--- config.mk ---
export PLATFORM = sky130hd
export DESIGN_NAME = mark_space_pwm_with_clock_divider
export DESIGN_NICKNAME = d
export VERILOG_FILES = /design/src/hdl/msp_pkg.sv /design/src/hdl/mark_space_pwm_with_clock_divider.sv
export SDC_FILE = /design/constraint.sdc
export NUM_CORES = 1
export LEC_CHECK = 0
export BUFFER_PORTS_ARGS = -buffer_cell sky130_fd_sc_hd__buf_2
export CORE_UTILIZATION = 57
export DETAILED_ROUTE_END_ITERATION = 16
export HOLD_SLACK_MARGIN = 0.12
export PLACE_DENSITY = 0.8
export SYNTH_ARGS = -nofsm -noshare
export SYNTH_HDL_FRONTEND = slang
export SYNTH_SLANG_ARGS = --single-unit
--- constraint.sdc ---
create_clock -name clk -period 7.03 [get_ports clk]
set_input_delay 1.7575 -clock clk [delete_from_list [all_inputs] [get_ports clk]]
set_output_delay 1.7575 -clock clk [all_outputs]
set_load 0.02 [all_outputs]
--- src/hdl/msp_pkg.sv ---
`timescale 1ns / 1ps

package msp_pkg;

    localparam int COUNT_WIDTH   = 32;
    localparam int DIVISOR_WIDTH = 12;

    // stream word layout
    localparam int OPCODE_WIDTH  = 2;
    localparam int SEL_WIDTH     = 3;
    localparam int DATA_WIDTH    = 32;
    localparam int S_TDATA_WIDTH = ((SEL_WIDTH + DATA_WIDTH + 7) / 8) * 8;
    localparam int M_TDATA_WIDTH = ((DATA_WIDTH + 2 + 7) / 8) * 8;

    typedef enum logic [OPCODE_WIDTH-1:0] {
        OP_TICK  = 2'd0,
        OP_READ  = 2'd1,
        OP_WRITE = 2'd2,
        OP_NOP   = 2'd3
    } opcode_t;

    typedef enum logic [SEL_WIDTH-1:0] {
        REG_CTL    = 3'd0,
        REG_RANGE  = 3'd1,
        REG_DATA   = 3'd2,
        REG_CLKCTL = 3'd3,
        REG_CLKDIV = 3'd4,
        REG_UNK5   = 3'd5,
        REG_UNK6   = 3'd6,
        REG_UNK7   = 3'd7
    } reg_sel_t;

    localparam logic [7:0] PASSWORD = 8'h5A;

    localparam int CTL_PWEN_BIT = 0;
    localparam int CTL_MSEN_BIT = 7;
    localparam int CLK_ENAB_BIT = 4;
    localparam int CLK_KILL_BIT = 5;
    localparam int CLK_BUSY_BIT = 7;
    localparam int CLK_CTL_BITS = 6;
    localparam int DIV_SHIFT    = 12;

endpackage

--- src/hdl/mark_space_pwm_with_clock_divider.sv ---
`timescale 1ns / 1ps

// Mark-space PWM channel with an integer clock divider.
// Input stream (s_*): one word per operation. tuser carries the opcode (tick of
// the source clock, register read, register write); tdata carries the register
// number and the 32-bit write value. Output stream (m_*): exactly one word per
// input word, in order, holding the read value (zero unless a read), the pin
// level after the operation and the password-rejected flag.
// The state is updated and the result registered at the edge that accepts the
// word. Throughput is one word per cycle, set by the single result register:
// s_tready stays high while that register is empty or being taken, so a tick
// can be fed every cycle.
// When the receiver stalls, the result is held and s_tready drops until it is
// taken; no word is lost.
// Reset clears all but the result payload registers: channel disabled,
// clock disabled and stopped, counters at zero, output stream empty.
module mark_space_pwm_with_clock_divider
(
    input  logic                              clk,
    input  logic                              rst_n,
    input  logic                              s_tvalid,
    output logic                              s_tready,
    // [2:0] reg_select, [34:3] write_data, [39:35] zero
    input  logic [msp_pkg::S_TDATA_WIDTH-1:0] s_tdata,
    // [1:0] opcode
    input  logic [msp_pkg::OPCODE_WIDTH-1:0]  s_tuser,
    output logic                              m_tvalid,
    input  logic                              m_tready,
    // [31:0] read_data, [32] pwm_level, [33] password_rejected, [39:34] zero
    output logic [msp_pkg::M_TDATA_WIDTH-1:0] m_tdata
);

    localparam int CW = msp_pkg::COUNT_WIDTH;
    localparam int DW = msp_pkg::DIVISOR_WIDTH;

    logic                         en_reg, en_next;
    logic                         ms_reg, ms_next;
    logic [CW-1:0]                range_reg, range_next;
    logic [CW-1:0]                duty_reg, duty_next;
    logic [msp_pkg::CLK_CTL_BITS-1:0] clkctl_reg, clkctl_next;
    logic [DW-1:0]                div_reg, div_next;
    logic [DW-1:0]                pre_reg, pre_next;
    logic [CW-1:0]                cnt_reg, cnt_next;

    logic                         out_valid_reg;
    logic [msp_pkg::DATA_WIDTH-1:0] rd_reg, rd_next;
    logic                         level_reg, level_next;
    logic                         rej_reg, rej_next;

    msp_pkg::opcode_t             op;
    msp_pkg::reg_sel_t            sel;
    logic [msp_pkg::DATA_WIDTH-1:0] wdata;
    logic                         accept;
    logic                         pass_ok;
    logic                         running;
    logic                         running_next;
    logic                         active_next;
    logic                         pulse;
    logic [DW:0]                  pre_inc;
    logic [CW:0]                  cnt_inc;

    assign op     = msp_pkg::opcode_t'(s_tuser);
    assign sel    = msp_pkg::reg_sel_t'(s_tdata[msp_pkg::SEL_WIDTH-1:0]);
    assign wdata  = s_tdata[msp_pkg::SEL_WIDTH +: msp_pkg::DATA_WIDTH];

    assign s_tready = !out_valid_reg || m_tready;
    assign accept   = s_tvalid && s_tready;

    assign pass_ok = (wdata[31:24] == msp_pkg::PASSWORD);
    assign running = clkctl_reg[msp_pkg::CLK_ENAB_BIT] && !clkctl_reg[msp_pkg::CLK_KILL_BIT]
                     && (div_reg >= DW'(2));
    assign running_next = clkctl_next[msp_pkg::CLK_ENAB_BIT]
                          && !clkctl_next[msp_pkg::CLK_KILL_BIT]
                          && (div_next >= DW'(2));
    assign active_next = en_next && ms_next;

    assign pre_inc = {1'b0, pre_reg} + (DW+1)'(1);
    assign cnt_inc = {1'b0, cnt_reg} + (CW+1)'(1);

    always_comb
    begin
        en_next     = en_reg;
        ms_next     = ms_reg;
        range_next  = range_reg;
        duty_next   = duty_reg;
        clkctl_next = clkctl_reg;
        div_next    = div_reg;
        pre_next    = pre_reg;
        cnt_next    = cnt_reg;
        rd_next     = '0;
        rej_next    = 1'b0;
        pulse       = 1'b0;

        case (op)
            msp_pkg::OP_TICK:
            begin
                if (!running)
                begin
                    pre_next = '0;
                end
                else if (pre_inc >= {1'b0, div_reg})
                begin
                    pre_next = '0;
                    pulse    = 1'b1;
                end
                else
                begin
                    pre_next = pre_inc[DW-1:0];
                end
                if (!(en_reg && ms_reg))
                begin
                    cnt_next = '0;
                end
                else if (pulse)
                begin
                    cnt_next = (cnt_inc >= {1'b0, range_reg}) ? '0 : cnt_inc[CW-1:0];
                end
            end
            msp_pkg::OP_READ:
            begin
                case (sel)
                    msp_pkg::REG_CTL:
                    begin
                        rd_next[msp_pkg::CTL_PWEN_BIT] = en_reg;
                        rd_next[msp_pkg::CTL_MSEN_BIT] = ms_reg;
                    end
                    msp_pkg::REG_RANGE:  rd_next = 32'(range_reg);
                    msp_pkg::REG_DATA:   rd_next = 32'(duty_reg);
                    msp_pkg::REG_CLKCTL:
                    begin
                        rd_next = 32'(clkctl_reg);
                        rd_next[msp_pkg::CLK_BUSY_BIT] = running;
                    end
                    msp_pkg::REG_CLKDIV: rd_next = 32'(div_reg) << msp_pkg::DIV_SHIFT;
                    default:             rd_next = '0;
                endcase
            end
            msp_pkg::OP_WRITE:
            begin
                case (sel)
                    msp_pkg::REG_CTL:
                    begin
                        en_next = wdata[msp_pkg::CTL_PWEN_BIT];
                        ms_next = wdata[msp_pkg::CTL_MSEN_BIT];
                        if (!(en_next && ms_next))
                        begin
                            cnt_next = '0;
                        end
                    end
                    msp_pkg::REG_RANGE: range_next = wdata[CW-1:0];
                    msp_pkg::REG_DATA:  duty_next  = wdata[CW-1:0];
                    msp_pkg::REG_CLKCTL:
                    begin
                        if (!pass_ok)
                        begin
                            rej_next = 1'b1;
                        end
                        else
                        begin
                            clkctl_next = wdata[msp_pkg::CLK_CTL_BITS-1:0];
                            if (!running_next)
                            begin
                                pre_next = '0;
                            end
                        end
                    end
                    msp_pkg::REG_CLKDIV:
                    begin
                        if (!pass_ok)
                        begin
                            rej_next = 1'b1;
                        end
                        else
                        begin
                            div_next = wdata[msp_pkg::DIV_SHIFT +: DW];
                            if (!running_next)
                            begin
                                pre_next = '0;
                            end
                        end
                    end
                    default: ;
                endcase
            end
            default: ;
        endcase

        level_next = active_next && (cnt_next < duty_next);
    end

    always_ff @(posedge clk or negedge rst_n)
    begin
        if (!rst_n)
        begin
            en_reg        <= 1'b0;
            ms_reg        <= 1'b0;
            range_reg     <= '0;
            duty_reg      <= '0;
            clkctl_reg    <= '0;
            div_reg       <= '0;
            pre_reg       <= '0;
            cnt_reg       <= '0;
            out_valid_reg <= 1'b0;
        end
        else
        begin
            if (accept)
            begin
                en_reg     <= en_next;
                ms_reg     <= ms_next;
                range_reg  <= range_next;
                duty_reg   <= duty_next;
                clkctl_reg <= clkctl_next;
                div_reg    <= div_next;
                pre_reg    <= pre_next;
                cnt_reg    <= cnt_next;
            end
            if (accept)
            begin
                out_valid_reg <= 1'b1;
            end
            else if (m_tready)
            begin
                out_valid_reg <= 1'b0;
            end
        end
    end

    // result word, payload only
    always_ff @(posedge clk)
    begin
        if (accept)
        begin
            rd_reg    <= rd_next;
            level_reg <= level_next;
            rej_reg   <= rej_next;
        end
    end

    assign m_tvalid = out_valid_reg;
    assign m_tdata  = msp_pkg::M_TDATA_WIDTH'({rej_reg, level_reg, rd_reg});

    // counter is parked at zero unless enabled in mark-space mode
    a_cnt_parked: assert property (@(posedge clk) disable iff (!rst_n)
        !(en_reg && ms_reg) |-> (cnt_reg == '0))
        else $error("period counter running with channel inactive");

    // prescaler is parked at zero whenever the clock is stopped
    a_pre_parked: assert property (@(posedge clk) disable iff (!rst_n)
        !running |-> (pre_reg == '0))
        else $error("prescaler running with clock stopped");

    // every accepted word leaves a result behind
    a_result: assert property (@(posedge clk) disable iff (!rst_n)
        accept |=> m_tvalid)
        else $error("accepted word produced no result");

    // a rejected write never carries read data
    a_rej_clean: assert property (@(posedge clk) disable iff (!rst_n)
        (m_tvalid && rej_reg) |-> (rd_reg == '0))
        else $error("rejected write with read data");

endmodule

# Word level (Yosys, flattened, before mapping)
# Cells that the tools add are included.
# W data, S select, Z words.
[word_totals]
ff_bits = 163
[classes]
eq_ne = 10
reduce_logical = 22
muxes = 34
order_cmp = 5
n_addsub = 2
[ops]
columns = ["operator", "count"]
rows = [
  ["$mux W32", 7],
  ["$mux W12", 8],
  ["$pmux W24 S3", 1],
  ["$pmux W32 S2", 1],
  ["$add A32 B1 Y33 const B", 1],
  ["$ge A33 B32 Y1", 1],
  ["$lt A32 B32 Y1", 1],
  ["$ge A12 B2 Y1 const B", 2],
  ["$pmux W12 S2", 1],
  ["$mux W6", 3],
  ["$pmux W6 S3", 1],
  ["$add A12 B1 Y13 const B", 1],
  ["$ge A13 B12 Y1", 1],
  ["$mux W1", 10],
  ["$logic_and A1 B1 Y1", 9],
  ["$eq A8 B7 Y1 const B", 1],
  ["$pmux W1 S4", 2],
  ["$eq A3 B2 Y1 const B", 2],
  ["$ne A2 B2 Y1 const B", 3],
  ["$reduce_and A5 Y1", 1],
  ["$reduce_and A4 Y1", 1],
  ["$reduce_bool A2 Y1", 2],
  ["$eq A3 B1 Y1 const B", 1],
  ["$eq A3 B3 Y1 const B", 1],
  ["other kinds (9)", 11],
]

# Depth between registers and ports, before layout
# Gate-level depths: netlist of run 1.
[depth]
word_depth = 11
depth_mapped = 30
depth_no_buf = 27

# Worst setup path before layout of run 1
# Ideal clock, no wire load.
[synth_path]
kind = "flip-flop to flip-flop"
start = "register cnt_reg[0]"
end = "register level_reg (data pin)"
setup_time_ps = 152
required_time_ps = 6878
arrival_time_ps = 5915
setup_slack_ps = 963
period_less_slack_ps = 6067
stages_incl_launch_ff = 29
cell_sequence = "dfrtp_1 > ha_1 > nand4_1 > nor3_1 > nand3_2 > or2_2 > clkbuf_1 > inv_1 > nand3_1 > xor2_1 > inv_1 > ha_1 > nand2_1 > nor4_1 > a41oi_1 > a31o_2 > nor3b_1 > nand3_1 > clkbuf_1 > o31ai_1 > ha_1 > a21o_1 > a21o_1 > a21oi_1 > a211oi_1 > a221oi_1 > a21oi_1 > or3_1 > a31oi_1"
[synth_between]
elab_chain_len = 8
[synth_rtl]
columns = ["item", "line", "text"]
rows = [
  ["from (decl)", "mark_space_pwm_with_clock_divider.sv:43", "logic [CW-1:0] cnt_reg, cnt_next;"],
  ["from (signal assigned)", "mark_space_pwm_with_clock_divider.sv:216", "cnt_reg <= cnt_next;"],
  ["$add A32 B1 Y33 (*)", "mark_space_pwm_with_clock_divider.sv:78", "assign cnt_inc = {1'b0, cnt_reg} + (CW+1)'(1);"],
  ["$ge A33 B32 Y1", "mark_space_pwm_with_clock_divider.sv:116", "cnt_next = (cnt_inc >= {1'b0, range_reg}) ? '0 : cnt_inc[CW-1:0];"],
  ["$mux W32 (*)", "mark_space_pwm_with_clock_divider.sv:116", ""],
  ["$mux W32 (*)", "mark_space_pwm_with_clock_divider.sv:114", "else if (pulse)"],
  ["$mux W32 (*)", "mark_space_pwm_with_clock_divider.sv:110", "if (!(en_reg && ms_reg))"],
  ["$pmux W32 S2 (*)", "mark_space_pwm_with_clock_divider.sv:94", "case (op)"],
  ["via cnt_next[5]", "mark_space_pwm_with_clock_divider.sv:43", ""],
  ["$lt A32 B32 Y1 (*)", "mark_space_pwm_with_clock_divider.sv:188", "level_next = active_next && (cnt_next < duty_next);"],
  ["$logic_and A1 B1 Y1 (*)", "mark_space_pwm_with_clock_divider.sv:188", ""],
  ["via level_next", "mark_space_pwm_with_clock_divider.sv:47", "logic level_reg, level_next;"],
  ["to (signal assigned)", "mark_space_pwm_with_clock_divider.sv:235", "level_reg <= level_next;"],
  ["to (decl)", "mark_space_pwm_with_clock_divider.sv:47", ""],
]
# The timed path passes the listed nets; every way through them passes the cells marked *.
# A chain may end at the register's enable or synchronous reset.

# Worst setup path in the final report of run 1
# Same ends and word-level chain as after synthesis.

==> impl_metrics.py, run 1 <==
metrics = {
    "pwr": {
        "power_report.internal_total_mw": 1.72,
        "power.switching_fraction_pct": 30.7,
        "clockPowerShare_pct": 37.0,
        "power.share.sequential_pct": 45.2,
        "logic_gate_share_of_total_power_pct": 17.8,
        "netSwitchingPower_uw": 764,
        "powerDensity_nw_per_um2": 215,
        "p_leak_nw": 5.46,
        "power.ir.vdd_worst_mv": 0.202,
    },
    "cts": {
        "root_buffer": "clkbuf_16",
        "cts.clk_slew.worst_paths_ps": 60,
        "cts_max_path_buffers": 2,
        "h-tree-depth": 4,
        "cts_hold_buffers": 0,
        "numCtsBuffers": 17,
        "clock_tree_from_tritoncts": "built",
        "worstSkewPairLatency_ps": 450,
        "clock-sinks": 163,
    },
    "global_route": {
        "grt_pass1_wl_um": 43700,
        "global_route_usage_sum_pct": 30.7,
        "maximum_number_of_pins_on_one_net_before_global_route_repair": 73,
        "antenna_found_initial": 0,
        "first_global_vias": 8591,
        "grt_overflow": 0,
    },
    "floorplanning": {
        "floorplan.die.width_um": 137,
        "ios": 88,
        "initial_utilization_pct": 59.0,
        "fp.coreArea_um2": 17500,
        "std_cell_rows": 48,
        "floorplan.die.height_um": 137,
        "full_die_area_um2": 18700,
    },
    "hold_path": {
        "timing.hold.worst.class": "reg -> reg",
    },
    "sta": {
        "rsz0062_at_grt": "false",
        "timing.fmax_mhz": 155,
        "final.min_clock_period_ps": 6450,
        "slew_headroom_pct": 17.2,
        "finalSetupViolCount": 0,
        "transition_time_at_the_pin_with_the_least_slew_margin_ps": 1230,
        "slew_violations": 0,
        "timing.final.hold_violations": 0,
        "final_period_utilization_pct": 91.8,
        "finalHoldWorstSlack_ps": 510,
        "finClkSkew_ps": 10.3,
        "finalSetupTns_ps": 0,
    },
    "finish": {
        "post-route-util_pct": 65.8,
        "post_route_cells_drive_above_1_share_pct": 17.1,
        "antennaDiodeCount": 0,
        "nNetsFinal": 1306,
        "area_growth_syn_to_layout_pct": 11.4,
    },
    "routing": {
        "route.antenna.remaining_nets": 0,
        "wl_um": 27100,
        "drt_iter0_drc": 720,
        "drc_errors": 0,
        "detail_route.wl_per_cell_um": 19.1,
        "dr_total_vias": 8824,
        "viasPerCell": 6.21,
        "drtPass1Iterations": 5,
    },
    "outcome": {
        "outcome": "completed",
    },
    "logic_synthesis": {
        "synth_flop_cell": "dfrtp_1",
        "syn_area_um2": 10300,
        "synth_seq_cells": 163,
        "synth_seq_area_share_pct": 41.1,
        "syn_inst": 1126,
        "mean_instance_size_in_the_synthesized_netlist_um2": 9.19,
        "leading_cell_types_by_count_after_synthesis": "nand2_1, dfrtp_1, o21ai_0, ha_1, inv_1",
        "ys_async_sr_fraction_pct": 79.1,
        "synth_edf_count": 34,
        "synthesis.yosys.warnings": 0,
        "yosys.area.top_type_share_pct": 31.2,
        "synth_cell_types": 62,
        "synthTopCellsByArea": "dfrtp_1, edfxtp_1, ha_1, o21ai_0, mux2_2",
        "yosysMostFrequentCell": "nand2_1",
        "synth_largest_area_cell": "dfrtp_1",
    },
    "placement": {
        "place_congestion": 0.939,
        "post-dp-hpwl_um": 19000,
        "numPortBuffers": 76,
    },
    "worst_setup_path": {
        "crit_path_max_incr_delay_ps": 540,
        "crit_path_start_kind": "flip-flop",
        "critical_path_required_ps": 7280,
        "crit_fanout": 14,
        "cp_most_frequent_cell": "nand4_1",
        "cp-end-kind": "flip-flop",
        "crit_type": "reg -> reg",
        "worst-endpoint-arrival_ps": 6700,
        "worstPathBufferInverterCount": 4,
        "worst_path_max_delay_cell": "or4b_1",
        "critical-path-top-delay-family": "simple AND/OR/NAND/NOR gates",
    },
    "flow_run": {
        "max-cap-violations": 0,
    },
}
==> logic make-up (layout without fill, tap and decap cells) <==
| family | count (synthesis) | after routing | share of synthesized area [%] |
|---|---|---|---|
| xor+xnor | 37 | 37 | 3.13 |
| buf+inv | 140 | 205 | 5.51 |
| simple gates | 362 | 362 | 16.9 |
| fa+ha+maj | 77 | 77 | 9.31 |
| other cells | 1 | 6 | 0.0362 |
| compound gates | 260 | 260 | 15.0 |
| mux | 86 | 86 | 9.04 |
| flops | 163 | 163 | 41.1 |
==> cells in the final DEF (no fill, tap or decap), types with 7 or more instances in the layout <==
cell / instances
nand2_1: 129
dfrtp_1: 128
o21ai_0: 113
ha_1: 76
buf_2: 75
nor2_1: 72
inv_1: 72
a21oi_1: 52
mux2_2: 50
nand3_1: 38
mux2i_1: 35
edfxtp_1: 34
a22oi_1: 30
buf_4: 24
nand4_1: 19
xnor2_1: 19
xor2_1: 18
nor3_1: 18
clkbuf_16: 17
nand2b_1: 16
nor2b_1: 12
a21o_1: 12
a31oi_1: 11
or3_1: 11
nor4_1: 7
and4_1: 7
and3_1: 7
o31ai_1: 7
==> power groups by stage <==
stage	clock, mW	sequential (mW)	combinational, mW
CTS	0.928	1.12	0.437
floorplan	0	1.13	0.282
detailed placement	0	1.14	0.431
global placement	0	1.13	0.417
finish	0.921	1.12	0.442
global route	0.967	1.13	0.490
==> metrics by stage <==
stage | setup WS (ps) | cells | total power, mW | instance area (µm²)
global placement | 610 | 1388 | 1.55 | 10900
CTS | 387 | 1420 | 2.49 | 11500
global route | 66.4 | 1421 | 2.59 | 11500
finish | 578 | 1421 | 2.49 | 11500
floorplan | 963 | 1131 | 1.41 | 10400
detailed placement | 451 | 1388 | 1.57 | 10900
==> per-layer routing <==
| layer | up-vias | GRT usage [%] | share of wire [%] |
|---|---|---|---|
| li1 | 4117 | - | - |
| met1 | 4281 | 38.2 | 42 |
| met2 | 352 | 51.2 | 48 |
| met3 | 74 | 5.78 | 6.5 |
| met4 | 0 | 14.8 | 3.6 |
| met5 | - | 0 | 0 |
==> worst register-to-register path, stage by stage (launching register included) <==
cell and delay, ps:
dfrtp_2 440, ha_2 270, nand4_1 260, or3_4 500
nor3_1 250, buf_4 190, nand3_1 100, xor2_1 220
inv_1 70, ha_1 290, nand4_1 160, a31oi_1 60
o31ai_1 330, a31o_2 210, or4b_1 540, nor2_2 200
buf_12 170, a21oi_1 70, o21ai_0 270, ha_1 300
nand4_1 80, nor2_1 60, and3_1 170, o21ai_0 180
buf_4 150, o2111ai_1 130, or3_1 340, a31oi_1 240
==> final timing paths <==
kind	start	endpoint	slack, ps	cells past startpoint
min	clkctl_reg[1]$_DFFE_PN0P_	clkctl_reg[1]$_DFFE_PN0P_	510	1
max reg2reg	cnt_reg[0]$_DFFE_PN0P_	level_reg$_DFFE_PP_	580	27
max in group asynchronous	rst_n	cnt_reg[20]$_DFFE_PN0P_	4240	2
min in group asynchronous	rst_n	m_tvalid$_DFFE_PN0P_	1430	1
max	cnt_reg[0]$_DFFE_PN0P_	level_reg$_DFFE_PP_	580	27
min reg2reg	clkctl_reg[1]$_DFFE_PN0P_	clkctl_reg[1]$_DFFE_PN0P_	510	1
==> cell type report <==
class,count,area (µm²)
clock buffers,17,425
clock inverters,15,145
fillers,1424,6000
inverters,73,274
multi-input cells,828,5580
flip-flops and latches,163,4250
well taps,225,282
repair buffers,100,576
==> repair_timing <==
item,CTS,global route
buffers inserted,0,1
endpoints found under the setup margin,0,1
resized for setup,0,6
Power figures use the tool's default switching activity.
==> run 2, diff against run 1 <==
--- a/config.mk
+++ b/config.mk
@@ -10,6 +10,7 @@
 export DETAILED_ROUTE_END_ITERATION = 16
 export HOLD_SLACK_MARGIN = 0.12
 export PLACE_DENSITY = 0.8
+export RECOVER_POWER = 25
 export SYNTH_ARGS = -nofsm -noshare
 export SYNTH_HDL_FRONTEND = slang
 export SYNTH_SLANG_ARGS = --single-unit
==> impl_metrics.py, run 2 (same netlist as run 1, synthesis figures left out) <==
metrics = {
    "outcome": {
        "outcome": "finished with violations",
        "violated_checks": "capacitance limit, slew limit",
    },
    "sta": {
        "transition_time_at_the_pin_with_the_least_slew_margin_ps": 3890,
        "finalSetupViolCount": 0,
        "timing.fmax_mhz": 155,
        "finalSetupTns_ps": 0,
        "slew_headroom_pct": -159,
        "timing.final.hold_violations": 0,
        "slew_violations": 110,
        "fin_ws_ps": 559,
        "final_period_utilization_pct": 92.0,
        "final.min_clock_period_ps": 6470,
        "rsz0062_at_grt": "false",
        "finClkSkew_ps": 10.1,
    },
    "global_route": {
        "global_route_usage_sum_pct": 30.7,
        "first_global_vias": 8591,
        "grt_overflow": 0,
        "maximum_number_of_pins_on_one_net_before_global_route_repair": 73,
        "globalRouteMet3Util_pct": 5.78,
        "antenna_found_initial": 0,
        "grt_most_used_layer": "met2",
        "grt_pass1_wl_um": 43700,
        "met1_usage_pct": 38.2,
        "groute.layer.met2.usage_pct": 51.2,
    },
    "finish": {
        "mostFrequentLayoutCells": "nand2_1, dfrtp_1, o21ai_0, ha_1, buf_2",
        "antennaDiodeCount": 0,
        "post-route-util_pct": 65.7,
        "fillerInstances": 1429,
        "sequential_cell_area_um2": 4250,
        "post_route_cells_drive_above_1_share_pct": 16.7,
        "post_layout_nonfiller_instances": 1421,
        "multi_input_area_um2": 5580,
        "nNetsFinal": 1306,
        "layout_commonest_cell": "nand2_1",
        "area_growth_syn_to_layout_pct": 11.4,
    },
    "pwr": {
        "p_leak_nw": 5.45,
        "powerDensity_nw_per_um2": 216,
        "power.ir.vdd_worst_mv": 0.203,
        "design_power_total_mw": 2.49,
    },
    "worst_setup_path": {
        "crit_type": "reg -> reg",
        "worst-endpoint-arrival_ps": 6720,
        "setup.reg_to_reg.worst_slack_ps": 560,
        "r2r_cells": 28,
        "cp-end-kind": "flip-flop",
        "critical_path_required_ps": 7280,
        "worstReg2RegStart": "cnt_reg[0]$_DFFE_PN0P_",
        "crit_path_start_kind": "flip-flop",
        "worst_path_max_delay_cell": "or4b_1",
        "timing.rr.end": "level_reg$_DFFE_PP_",
        "crit_path_max_incr_delay_ps": 540,
        "crit_fanout": 14,
    },
    "hold_path": {
        "timing.hold.worst_endpoint": "clkctl_reg[1]$_DFFE_PN0P_",
        "worst_hold_startpoint": "clkctl_reg[1]$_DFFE_PN0P_",
        "timing.hold.worst.class": "reg -> reg",
        "cells_on_worst_hold_path": 1,
    },
    "routing": {
        "route.antenna.remaining_nets": 0,
        "drt_iter0_drc": 718,
        "dr_total_vias": 8811,
        "detail_route.wl_per_cell_um": 19.0,
        "drc_errors": 0,
        "wl_um": 27100,
        "drtPass1Iterations": 5,
        "viasPerCell": 6.20,
    },
    "cts": {
        "cts_hold_buffers": 0,
        "h-tree-depth": 4,
        "clock-sinks": 163,
        "numCtsBuffers": 17,
        "cts_max_path_buffers": 2,
        "root_buffer": "clkbuf_16",
        "worstSkewPairLatency_ps": 450,
        "clock_tree_from_tritoncts": "built",
        "cts.clk_slew.worst_paths_ps": 60,
    },
    "floorplanning": {
        "std_cell_rows": 48,
        "floorplan.die.width_um": 137,
        "full_die_area_um2": 18700,
        "ios": 88,
        "initial_utilization_pct": 59.0,
        "floorplan.die.height_um": 137,
        "fp.coreArea_um2": 17500,
    },
    "flow_run": {
        "max-cap-violations": 2,
    },
    "placement": {
        "place_inst": 1388,
        "place_congestion": 0.939,
        "dp_worst_setup_slack_ps": 451,
        "numPortBuffers": 76,
        "post-dp-hpwl_um": 19000,
    },
}
[run 2: cell types whose count changed in the layout (fill, tap and decap cells not counted)]
cell,change
buf_2,-1
inv_2,-1
buf_4,-2
inv_1,+1
clkbuf_1,+3
[run 2: cell type report]
type / count / share of cell area (%)
Multi-Input combinational cell: 828 / 48.4
Inverter: 73 / 2.38
Tap cell: 225 / 2.44
Sequential cell: 163 / 36.9
Clock inverter: 15 / 1.26
Timing Repair Buffer: 100 / 4.92
Clock buffer: 17 / 3.69
[run 2: routing by layer]
metal	wire, µm	part of all wire [%]
met1	11400	42
met2	13100	49
met3	1610	6.0
met4	927	3.4
met5	0	0
[run 2: how the worst max path moves through the flow]
stage	slack, ps	startpoint	end	cells after the start
floorplan	960	cnt_reg[0]$_DFFE_PN0P_	level_reg$_DFFE_PP_	28
global placement	610	cnt_reg[0]$_DFFE_PN0P_	level_reg$_DFFE_PP_	27
detailed placement	450	cnt_reg[0]$_DFFE_PN0P_	level_reg$_DFFE_PP_	29
CTS	390	cnt_reg[0]$_DFFE_PN0P_	level_reg$_DFFE_PP_	29
global route	70	cnt_reg[0]$_DFFE_PN0P_	level_reg$_DFFE_PP_	27
finish	560	cnt_reg[0]$_DFFE_PN0P_	level_reg$_DFFE_PP_	28
[run 2: where the power goes]
group	leakage, nW	internal, mW	switching [mW]	total, mW
sequential	2.03	1.06	0.0674	1.12
clock	0.273	0.496	0.425	0.921
combinational	3.15	0.170	0.271	0.441
total	5.45	1.72	0.764	2.49
[run 2: repair_timing]
action / in CTS / in global routing
endpoints found under the setup margin: 0 / 1
gates resized for setup: 0 / 6
setup buffers: 0 / 1
[run 2: through the flow]
| step | hold slack (ps) | cell area (µm²) |
|---|---|---|
| 5_1_grt | 529 | 11500 |
| 3_5_place_dp | 496 | 10900 |
| 3_3_place_gp | 484 | 10900 |
| 2_1_floorplan | 466 | 10400 |
| 6_report | 510 | 11500 |
| 4_1_cts | 509 | 11500 |
[run 2: critical path, delay by kind of cell (launching register included)]
family / cells / cell delay, ps
xor+xnor: 1 / 220
simple gates: 12 / 2760
buf+inv: 5 / 710
compound gates: 7 / 1290
flops: 1 / 440
fa+ha+maj: 3 / 860
